$ cat src/rtl/core/tfd_pkg.sv
package tfd_pkg;

    localparam int HEADER_BYTES_DEF = 5;

    localparam int OFFSET_W = 21;
    localparam int COUNT_W  = 16;
    localparam int APB_AW   = 5;
    localparam int APB_DW   = 32;

    // byte classes
    localparam logic [1:0] CLS_HEADER  = 2'd0;
    localparam logic [1:0] CLS_PAYLOAD = 2'd1;
    localparam logic [1:0] CLS_BODY    = 2'd2;
    localparam logic [1:0] CLS_FLAG    = 2'd3;

    // frame kinds held while inside a frame
    localparam logic [1:0] FRM_NONE = 2'd0;
    localparam logic [1:0] FRM_DATA = 2'd1;
    localparam logic [1:0] FRM_CTRL = 2'd2;

    // end-of-frame status
    localparam logic [1:0] ST_OK       = 2'd0;
    localparam logic [1:0] ST_MISMATCH = 2'd1;
    localparam logic [1:0] ST_UNCHKD   = 2'd2;

    // register indexes
    localparam logic [2:0] REG_DATA_FLAG   = 3'd0;
    localparam logic [2:0] REG_CTRL_FLAG   = 3'd1;
    localparam logic [2:0] REG_ODD_CODE    = 3'd2;
    localparam logic [2:0] REG_EVEN_CODE   = 3'd3;
    localparam logic [2:0] REG_UCHAR_TYPE  = 3'd4;
    localparam logic [2:0] REG_SINGLE_TYPE = 3'd5;
    localparam logic [2:0] REG_DOUBLE_TYPE = 3'd6;

    typedef struct packed {
        logic [7:0] data_flag_code;
        logic [7:0] control_flag_code;
        logic [7:0] odd_code;
        logic [7:0] even_code;
        logic [7:0] uchar_type_code;
        logic [7:0] single_type_code;
        logic [7:0] double_type_code;
    } cfg_t;

    typedef struct packed {
        logic [7:0]          byte_value;
        logic [1:0]          byte_class;
        logic [OFFSET_W-1:0] frame_offset;
        logic [7:0]          frame_type;
        logic [COUNT_W-1:0]  element_count;
        logic                last;
        logic [1:0]          status;
    } result_t;

endpackage

$ cat src/rtl/core/tfd_parse.sv
module tfd_parse
    import tfd_pkg::*;
#(
    parameter int HEADER_BYTES = HEADER_BYTES_DEF
) (
    input  logic       aclk,
    input  logic       aresetn,
    input  logic       fire,
    input  logic [7:0] in_byte,
    input  cfg_t       cfg,
    output result_t    res
);

    localparam int HPW = $clog2(HEADER_BYTES + 1);
    localparam logic [HPW-1:0] POS_FLAG   = HPW'(0);
    localparam logic [HPW-1:0] POS_TYPE   = HPW'(1);
    localparam logic [HPW-1:0] POS_PARITY = HPW'(2);
    localparam logic [HPW-1:0] POS_CNT_HI = HPW'(3);
    localparam logic [HPW-1:0] POS_LAST   = HPW'(HEADER_BYTES - 1);
    localparam logic [HPW-1:0] POS_BODY   = HPW'(HEADER_BYTES);

    logic [HPW-1:0]      hp_reg, hp_next;
    logic [1:0]          frm_reg, frm_next;
    logic [7:0]          type_reg, type_next;
    logic [COUNT_W-1:0]  count_reg, count_next;
    logic [OFFSET_W-1:0] rem_reg, rem_next;
    logic [OFFSET_W-1:0] off_reg, off_next;
    logic                par_reg, par_next;
    logic [7:0]          rpc_reg, rpc_next;

    logic                finish;
    logic                type_chk;
    logic [7:0]          got_code;
    logic [OFFSET_W-1:0] body_len;

    always_comb begin
        hp_next    = hp_reg;
        frm_next   = frm_reg;
        type_next  = type_reg;
        count_next = count_reg;
        rem_next   = rem_reg;
        off_next   = off_reg;
        par_next   = par_reg;
        rpc_next   = rpc_reg;
        finish     = 1'b0;
        body_len   = '0;

        res.byte_value    = in_byte;
        res.byte_class    = CLS_HEADER;
        res.frame_offset  = '0;
        res.frame_type    = '0;
        res.element_count = '0;
        res.last          = 1'b0;
        res.status        = ST_OK;

        if (hp_reg == POS_FLAG || hp_reg > POS_BODY) begin
            off_next   = OFFSET_W'(1);
            type_next  = '0;
            count_next = '0;
            rem_next   = '0;
            par_next   = 1'b0;
            rpc_next   = '0;
            // data flag wins when both codes are equal
            if (in_byte == cfg.data_flag_code) begin
                frm_next = FRM_DATA;
                hp_next  = POS_TYPE;
            end else if (in_byte == cfg.control_flag_code) begin
                frm_next = FRM_CTRL;
                hp_next  = POS_TYPE;
            end else begin
                frm_next       = FRM_NONE;
                hp_next        = POS_FLAG;
                res.byte_class = CLS_FLAG;
                res.last       = 1'b1;
                res.status     = ST_UNCHKD;
            end
        end else if (hp_reg < POS_BODY) begin
            res.frame_offset = off_reg;
            off_next         = off_reg + OFFSET_W'(1);
            if (frm_reg == FRM_DATA) begin
                if (hp_reg == POS_TYPE) begin
                    type_next = in_byte;
                end else if (hp_reg == POS_PARITY) begin
                    rpc_next = in_byte;
                end else if (hp_reg == POS_CNT_HI) begin
                    count_next = {in_byte, 8'h00};
                end else if (hp_reg == POS_LAST) begin
                    count_next = count_reg | COUNT_W'(in_byte);
                end
            end else if (hp_reg == POS_LAST) begin
                count_next = COUNT_W'(in_byte);
            end
            hp_next = hp_reg + HPW'(1);
            if (hp_reg == POS_LAST) begin
                if (frm_reg == FRM_DATA) begin
                    body_len = OFFSET_W'(count_next) * OFFSET_W'(type_next[7:3]);
                end else begin
                    body_len = OFFSET_W'(count_next);
                end
                rem_next = body_len;
                finish   = (body_len == '0);
            end
        end else begin
            res.byte_class   = (frm_reg == FRM_DATA) ? CLS_PAYLOAD : CLS_BODY;
            res.frame_offset = off_reg;
            off_next         = off_reg + OFFSET_W'(1);
            par_next         = par_reg ^ in_byte[0];
            if (rem_reg != '0) begin
                rem_next = rem_reg - OFFSET_W'(1);
            end
            finish = (rem_reg <= OFFSET_W'(1));
        end

        if (frm_next == FRM_DATA) begin
            res.frame_type = type_next;
        end
        res.element_count = count_next;

        type_chk = (type_next == cfg.uchar_type_code) ||
                   (type_next == cfg.single_type_code) ||
                   (type_next == cfg.double_type_code);
        got_code = par_next ? cfg.odd_code : cfg.even_code;

        if (finish) begin
            res.last = 1'b1;
            if (frm_next != FRM_DATA || !type_chk) begin
                res.status = ST_UNCHKD;
            end else if (got_code == rpc_next) begin
                res.status = ST_OK;
            end else begin
                res.status = ST_MISMATCH;
            end
            hp_next  = POS_FLAG;
            frm_next = FRM_NONE;
        end
    end

    always_ff @(posedge aclk) begin
        if (!aresetn) begin
            hp_reg    <= POS_FLAG;
            frm_reg   <= FRM_NONE;
            type_reg  <= '0;
            count_reg <= '0;
            rem_reg   <= '0;
            off_reg   <= '0;
            par_reg   <= 1'b0;
            rpc_reg   <= '0;
        end else if (fire) begin
            hp_reg    <= hp_next;
            frm_reg   <= frm_next;
            type_reg  <= type_next;
            count_reg <= count_next;
            rem_reg   <= rem_next;
            off_reg   <= off_next;
            par_reg   <= par_next;
            rpc_reg   <= rpc_next;
        end
    end

endmodule

$ cat src/rtl/core/typed_frame_deframer_parity_check.sv
// Splits a received byte stream into data, control and one-byte frames and
// echoes every byte with its class (tuser), its offset in the frame, the data
// type code, the element count or body length, and a last mark (tlast); the
// last beat of a frame carries the payload parity status. One byte is taken
// per clock, sustained while the sink accepts result beats; the frame state
// updates as each byte moves from the input register through the parser into
// the output register. Flag, parity and type codes are set over the APB port
// and must only be changed while the stream is idle.
module typed_frame_deframer_parity_check
    import tfd_pkg::*;
#(
    parameter int HEADER_BYTES = HEADER_BYTES_DEF
) (
    input  logic              aclk,
    input  logic              aresetn,

    input  logic              s_tvalid,
    output logic              s_tready,
    input  logic [7:0]        s_tdata,   // in_byte

    output logic              m_tvalid,
    input  logic              m_tready,
    // byte_value [7:0], frame_offset [28:8], frame_type [36:29],
    // element_count [52:37], status [54:53], zero [55]
    output logic [55:0]       m_tdata,
    output logic [1:0]        m_tuser,   // byte_class
    output logic              m_tlast,   // last

    input  logic              psel,
    input  logic              penable,
    input  logic              pwrite,
    input  logic [APB_AW-1:0] paddr,
    input  logic [APB_DW-1:0] pwdata,
    output logic [APB_DW-1:0] prdata,
    output logic              pready
);

    cfg_t       cfg_reg;
    logic       in_valid_reg;
    logic [7:0] in_byte_reg;
    logic       out_valid_reg;
    result_t    out_reg;
    result_t    res;
    logic       advance;
    logic       fire;
    logic       wr_en;
    logic [2:0] reg_idx;

    // configuration
    assign pready  = 1'b1;
    assign wr_en   = psel && penable && pwrite;
    assign reg_idx = paddr[4:2];

    always_ff @(posedge aclk) begin
        if (!aresetn) begin
            cfg_reg.data_flag_code    <= 8'd1;
            cfg_reg.control_flag_code <= 8'd2;
            cfg_reg.odd_code          <= 8'd1;
            cfg_reg.even_code         <= 8'd0;
            cfg_reg.uchar_type_code   <= 8'd8;
            cfg_reg.single_type_code  <= 8'd32;
            cfg_reg.double_type_code  <= 8'd64;
        end else if (wr_en) begin
            case (reg_idx)
                REG_DATA_FLAG:   cfg_reg.data_flag_code    <= pwdata[7:0];
                REG_CTRL_FLAG:   cfg_reg.control_flag_code <= pwdata[7:0];
                REG_ODD_CODE:    cfg_reg.odd_code          <= pwdata[7:0];
                REG_EVEN_CODE:   cfg_reg.even_code         <= pwdata[7:0];
                REG_UCHAR_TYPE:  cfg_reg.uchar_type_code   <= pwdata[7:0];
                REG_SINGLE_TYPE: cfg_reg.single_type_code  <= pwdata[7:0];
                REG_DOUBLE_TYPE: cfg_reg.double_type_code  <= pwdata[7:0];
                default: ;
            endcase
        end
    end

    always_comb begin
        case (reg_idx)
            REG_DATA_FLAG:   prdata = APB_DW'(cfg_reg.data_flag_code);
            REG_CTRL_FLAG:   prdata = APB_DW'(cfg_reg.control_flag_code);
            REG_ODD_CODE:    prdata = APB_DW'(cfg_reg.odd_code);
            REG_EVEN_CODE:   prdata = APB_DW'(cfg_reg.even_code);
            REG_UCHAR_TYPE:  prdata = APB_DW'(cfg_reg.uchar_type_code);
            REG_SINGLE_TYPE: prdata = APB_DW'(cfg_reg.single_type_code);
            REG_DOUBLE_TYPE: prdata = APB_DW'(cfg_reg.double_type_code);
            default:         prdata = '0;
        endcase
    end

    // pipeline: input register -> parser -> output register
    assign advance  = !out_valid_reg || m_tready;
    assign fire     = in_valid_reg && advance;
    assign s_tready = !in_valid_reg || advance;

    always_ff @(posedge aclk) begin
        if (!aresetn) begin
            in_valid_reg <= 1'b0;
        end else if (s_tready) begin
            in_valid_reg <= s_tvalid;
        end
    end

    always_ff @(posedge aclk) begin
        if (s_tready && s_tvalid) begin
            in_byte_reg <= s_tdata;
        end
    end

    tfd_parse #(
        .HEADER_BYTES (HEADER_BYTES)
    ) u_parse (
        .aclk    (aclk),
        .aresetn (aresetn),
        .fire    (fire),
        .in_byte (in_byte_reg),
        .cfg     (cfg_reg),
        .res     (res)
    );

    always_ff @(posedge aclk) begin
        if (!aresetn) begin
            out_valid_reg <= 1'b0;
        end else if (advance) begin
            out_valid_reg <= in_valid_reg;
        end
    end

    // hold the result beat while the sink stalls
    always_ff @(posedge aclk) begin
        if (fire) begin
            out_reg <= res;
        end
    end

    assign m_tvalid = out_valid_reg;
    assign m_tuser  = out_reg.byte_class;
    assign m_tlast  = out_reg.last;
    assign m_tdata  = {1'b0, out_reg.status, out_reg.element_count, out_reg.frame_type,
                       out_reg.frame_offset, out_reg.byte_value};

endmodule
$ cat config.mk
export PLATFORM = sky130hd
export DESIGN_NAME = typed_frame_deframer_parity_check
export DESIGN_NICKNAME = d
export VERILOG_FILES = /design/src/rtl/core/tfd_pkg.sv /design/src/rtl/core/tfd_parse.sv /design/src/rtl/core/typed_frame_deframer_parity_check.sv
export SDC_FILE = /design/constraint.sdc
export NUM_CORES = 1
export LEC_CHECK = 0
export ABC_AREA = 1
export BUFFER_PORTS_ARGS = -buffer_cell sky130_fd_sc_hd__clkbuf_2
export CORE_ASPECT_RATIO = 0.9
export CORE_MARGIN = 2
export CORE_UTILIZATION = 45
export CTS_CLUSTER_SIZE = 20
export DETAILED_ROUTE_END_ITERATION = 10
export SLEW_MARGIN = 20
export SYNTH_ARGS = -nofsm -noshare
export SYNTH_HDL_FRONTEND = slang
export SYNTH_SLANG_ARGS = --single-unit
$ cat constraint.sdc
create_clock -name aclk -period 8.7 [get_ports aclk]
set_clock_uncertainty 0.2 [all_clocks]
set_input_delay 1.74 -clock aclk [delete_from_list [all_inputs] [get_ports aclk]]
set_output_delay 1.74 -clock aclk [all_outputs]
set_load 0.02 [all_outputs]
Word-level counts from Yosys, hierarchy flattened
Cells that the tools add are included.
{"block": "classes", "n_addsub": 3, "mul": 1, "n_lt_le_gt_ge": 3, "eq_ne": 20, "n_mux": 57, "n_bitwise": 2, "n_reduce_logical": 28}
{"op": "21-bit 2-to-1 mux", "count": 9}
{"op": "16-bit 2-to-1 mux", "count": 10}
{"op": "8-bit 2-to-1 mux", "count": 12}
{"op": "8-bit one-hot mux with 7 select lines", "count": 1}
{"op": "8-bit equality test", "count": 6}
{"op": "2-bit 2-to-1 mux", "count": 11}
{"op": "21-bit by 1-bit adder with 21-bit output, second input constant", "count": 1}
{"op": "21-bit by 1-bit less-or-equal comparator with 1-bit output, second input constant", "count": 1}
{"op": "21-bit logical NOT", "count": 1}
{"op": "16-bit by 5-bit multiplier with 21-bit output", "count": 1}
{"op": "3-bit 2-to-1 mux", "count": 7}
{"op": "21-bit nonzero test", "count": 1}
{"op": "21-bit by 1-bit subtractor with 21-bit output, second input constant", "count": 1}
{"op": "16-bit by 8-bit bitwise OR with 16-bit output", "count": 1}
{"op": "2-bit AND reduction", "count": 8}
{"op": "3-bit by 2-bit equality test with 1-bit output, second input constant", "count": 4}
{"op": "3-bit equality test, second input constant", "count": 4}
{"op": "1-bit 2-to-1 mux", "count": 7}
{"op": "3-bit by 1-bit equality test with 1-bit output, second input constant", "count": 2}
{"op": "3-bit logical NOT", "count": 2}
{"op": "1-bit logical OR", "count": 6}
{"op": "3-bit nonzero test", "count": 2}
{"op": "2-bit by 1-bit equality test with 1-bit output, second input constant", "count": 2}
{"op": "1-bit logical AND", "count": 4}
{"op": "other kinds (8)", "count": 10}
{"block": "word_totals", "register_bits": 204, "input_bits": 52, "output_inout_bits": 94}

Logic depth before layout (Yosys ltp)
{"block": "depth", "word_depth": 19, "mapped_depth": 35, "mapped_depth_nobuf": 34}

Hierarchy
From an unflattened synthesis, not the netlist that was laid out.
{"block": "hier_totals", "hier_cells": 1968, "area_unflattened_um2": 14087.3}
{"module": "tfd_parse", "n_inst": 1, "cells_per_inst": 1414, "area_per_inst_um2": 8851.0, "seq_area_each_um2": 1601.5}
{"module": "typed_frame_deframer_parity_check", "n_inst": 1, "cells_per_inst": 554, "area_per_inst_um2": 5236.3, "seq_area_each_um2": 3143.0}

Worst setup path after synthesis
OpenSTA, ideal clock, no wires.
{"block": "synth_path", "path_type": "reg2reg", "startpoint": "reg u_parse.hp_reg[1]", "endpoint": "reg out_reg, in the netlist m_tdata[54] (data pin)", "setup_time_ps": 152, "arrival_ps": 4898, "t_required_ps": 8348, "setup_slack_ps": 3450, "stages_incl_launch_ff": 30, "path_buffers": 3, "synth_period_minus_slack_ps": 5250, "path_cell_list": "dfxtp_1 -> inv_1 -> ha_1 -> nand4_4 -> buf_6 -> o21a_4 -> inv_1 -> clkbuf_1 -> nor2_1 -> fa_1 -> inv_1 -> fa_1 -> inv_1 -> fa_1 -> ha_1 -> clkbuf_1 -> or2_2 -> nand3_1 -> nand2_1 -> nand2_1 -> nand2_1 -> nand2_1 -> nand3_1 -> nand2_1 -> nand3_1 -> nor2_1 -> nand2_1 -> nand2_2 -> nand2_4 -> a22oi_2"}
{"item": "start: declaration", "line_no": "tfd_parse.sv:22", "rtl": "logic [HPW-1:0] hp_reg, hp_next;"}
{"item": "start signal: assignment", "line_no": "tfd_parse.sv:149", "rtl": "hp_reg <= hp_next;"}
{"item": "end signal: assignment", "line_no": "typed_frame_deframer_parity_check.sv:131", "rtl": "out_reg <= res;"}
{"item": "end: declaration", "line_no": "typed_frame_deframer_parity_check.sv:42", "rtl": "result_t out_reg;"}

==> qor.txt <==
CTS root buf = clkbuf_16
Slew Limit Fails = 0
most common cell after layout, fill and taps aside = nand2_1
Net Sw Frac = 0.281
yosys warns = 0
drt pass-1 iters = 6
setup TNS = 0 ns
Psw = 662 µW
die area = 30600 µm²
vias in the first global route = 10900
maximum root-to-sink buffer count = 3
Sink Count = 204
Slew headroom = 0.252
most frequent cells in the layout = nand2_1 (314), inv_1 (255), nor2_1 (229)
drt total wl = 36500 µm
largest net degree at the start of global routing = 77
Crit path required time = 8.85 ns
CTS tree = done
Seq/Total Area, Yosys = 0.361
row count = 59
async set or reset register ratio after synthesis = 0
DPL Wire Length = 26900 µm
dominant synthesized flop cell = dfxtp_1
Crit path buffers/inverters = 4
Ant. Diodes = 0
Final Hold Viols = 0
crit path DAT = 6.68 ns
CP Capture Type = flip-flop
vias = 11900
# port buffers = 93
Ports = 146
worst-path cell chain = inv_1 -> ha_1 -> nand4_4 -> o21ai_1 -> inv_1 -> nand2_1 -> fa_1 -> fa_1 -> fa_1 -> inv_1 -> ha_1 -> nand2_1 -> inv_1 -> a21oi_1 -> nand3_1 -> nand2_1 -> nand2_1 -> o21ai_0 -> nand3_1 -> nor2_1 -> nand2_1 -> nand2_2 -> nand2_4 -> a22oi_2
Die Height = 166 µm
grt ovf = 0
Placed Area = 13800 µm²
P_int = 1.70 mW
Worst-Skew Late Latency = 0.52 ns
Final Cycle Share = 0.751
Yosys cell types = 60
number of remaining DRC errors = 0
via/cell ratio = 5.24
top cells by area, synth = dfxtp_1 (21%), edfxtp_1 (15%), nand2_1 (9.0%)
area leader, netlist = dfxtp_1
CP max stage cell = o21ai_1
max reg flops = 56
post-cts sizing count = 0
CP top delay family = adder cells
CTS Buf Count = 23
type of the tightest min-delay check = flip-flop to flip-flop
Post-CTS Hold Buffers = 0
Initial DRC Count = 1204
Post-Syn Instances = 1794
Peak VDD IR = 0.000132 V
crit path time final = 6.53 ns
final setup fails = 0
Max stage delay on crit path = 0.95 ns
share of layout cells above drive strength 1 = 0.102
DRT antenna net count = 0
post-synth top area share = 0.210
initial antenna violation count = 1
Crit path top cell by count = nand2_1
Post-synth EDFFs = 66
post-route design area = 14500 µm²
Critical Path Fanout Max = 16
RSZ-0062 raised after global routing = false
post-CTS setup buffers = 0
CTS clk-pin slew, worst paths = 0.06 ns
crit start category = flip-flop
die span in x = 184 µm
critical path type = flip-flop to flip-flop
part of the power in the clock network = 0.424
fill count = 2873
Power Density = 162 nW/µm²
Logic pwr share = 0.137
max_cap viols = 0
worst-margin pin slew = 1.11 ns
core area = 28900 µm²
Layout Nets = 1989
first-pass GRT wire length = 58300 µm
FF+latch count, synth = 204
final RePlAce weighted congestion = 0.913
LEAKAGE = 6.36 nW
post-synthesis cell area = 13200 µm²
Max Clk Rate = 153 MHz
Starting Density = 0.456
final hold slack = 0.258 ns
mean area per synthesized cell = 7.33 µm²
status = complete, no violations
Layout area overhead = 10.5%
Seq pwr share = 0.439
DR WL/cell = 16.1 µm
total track usage = 0.237
H-tree levels = 1
power groups by stage:
| stage | Combinational, mW | Sequential, mW | Clock (mW) |
|---|---|---|---|
| floorplan | 0.222 | 1.07 | 0 |
| global placement | 0.316 | 1.05 | 0 |
| detailed placement | 0.319 | 1.05 | 0 |
| CTS | 0.320 | 1.03 | 1.02 |
| global route | 0.361 | 1.04 | 1.05 |
| finish | 0.323 | 1.03 | 1.00 |
layout make-up:
type,count,area (µm²),area share
timing repair buffer,98,503,0.0346
inverter,271,1020,0.0702
multi-input combinational,1260,7020,0.483
clock inverter,9,130,0.00895
sequential,204,4740,0.326
clock buffer,31,626,0.0430
tap,396,495,0.0341
worst paths after layout:
kind | startpoint | to | slack (ns) | cells past startpoint
min reg2reg | u_parse.off_reg[20] | u_parse.off_reg[20] | 0.26 | 1
min | u_parse.off_reg[20] | u_parse.off_reg[20] | 0.26 | 1
max | u_parse.hp_reg[1] | m_tdata[54] | 2.17 | 24
max reg2reg | u_parse.hp_reg[1] | m_tdata[54] | 2.17 | 24
cell families after synthesis:
group / share of synthesized area
other: 0.000571
adder cells (fa/ha/maj): 0.0991
buffers and inverters: 0.113
XOR/XNOR: 0.0260
flip-flops: 0.361
AO/OA/AOI/OAI: 0.172
AND/OR/NAND/NOR: 0.229
per-layer routing:
metal / global-route usage / vias to the layer above / part of all wire
li1: - / 5926 / -
met1: 0.353 / 5521 / 0.48
met2: 0.355 / 390 / 0.43
met3: 0.0432 / 59 / 0.072
met4: 0.0543 / 2 / 0.023
met5: 0 / - / 0.00036
per-stage QoR:
stage                     setup slack (ns)  utilization  power (mW)  cells
after floorplan                       3.45            -        1.29   1818
after global placement                2.39        0.477        1.37   2229
after detailed placement              2.31        0.477        1.37   2229
after CTS                             2.26        0.504        2.37   2269
after global routing                  1.84        0.504        2.45   2269
final                                 2.17        0.504        2.36   2269
worst reg2reg max path, cell delays in order (launching register included):
cell and delay, ns:
dfxtp_1 0.36, inv_1 0.10, ha_1 0.35, nand4_4 0.30, o21ai_1 0.95, inv_1 0.46
nand2_1 0.21, fa_1 0.45, fa_1 0.47, fa_1 0.50, inv_1 0.04, ha_1 0.35
nand2_1 0.15, inv_1 0.05, a21oi_1 0.21, nand3_1 0.16, nand2_1 0.09, nand2_1 0.04
o21ai_0 0.26, nand3_1 0.12, nor2_1 0.14, nand2_1 0.11, nand2_2 0.09, nand2_4 0.08
a22oi_2 0.16
cells in the mapped netlist, types with 19 or more instances:
master	count
o21ai_0	168
fa_1	42
nand3_1	76
buf_4	26
nor2_1	229
edfxtp_1	66
nand2_2	19
a21oi_1	151
inv_1	256
dfxtp_1	138
xor2_1	28
ha_1	37
nand2_1	314
o22ai_1	26
clkbuf_1	36
Note: power is estimated with default switching activity, not from simulation.
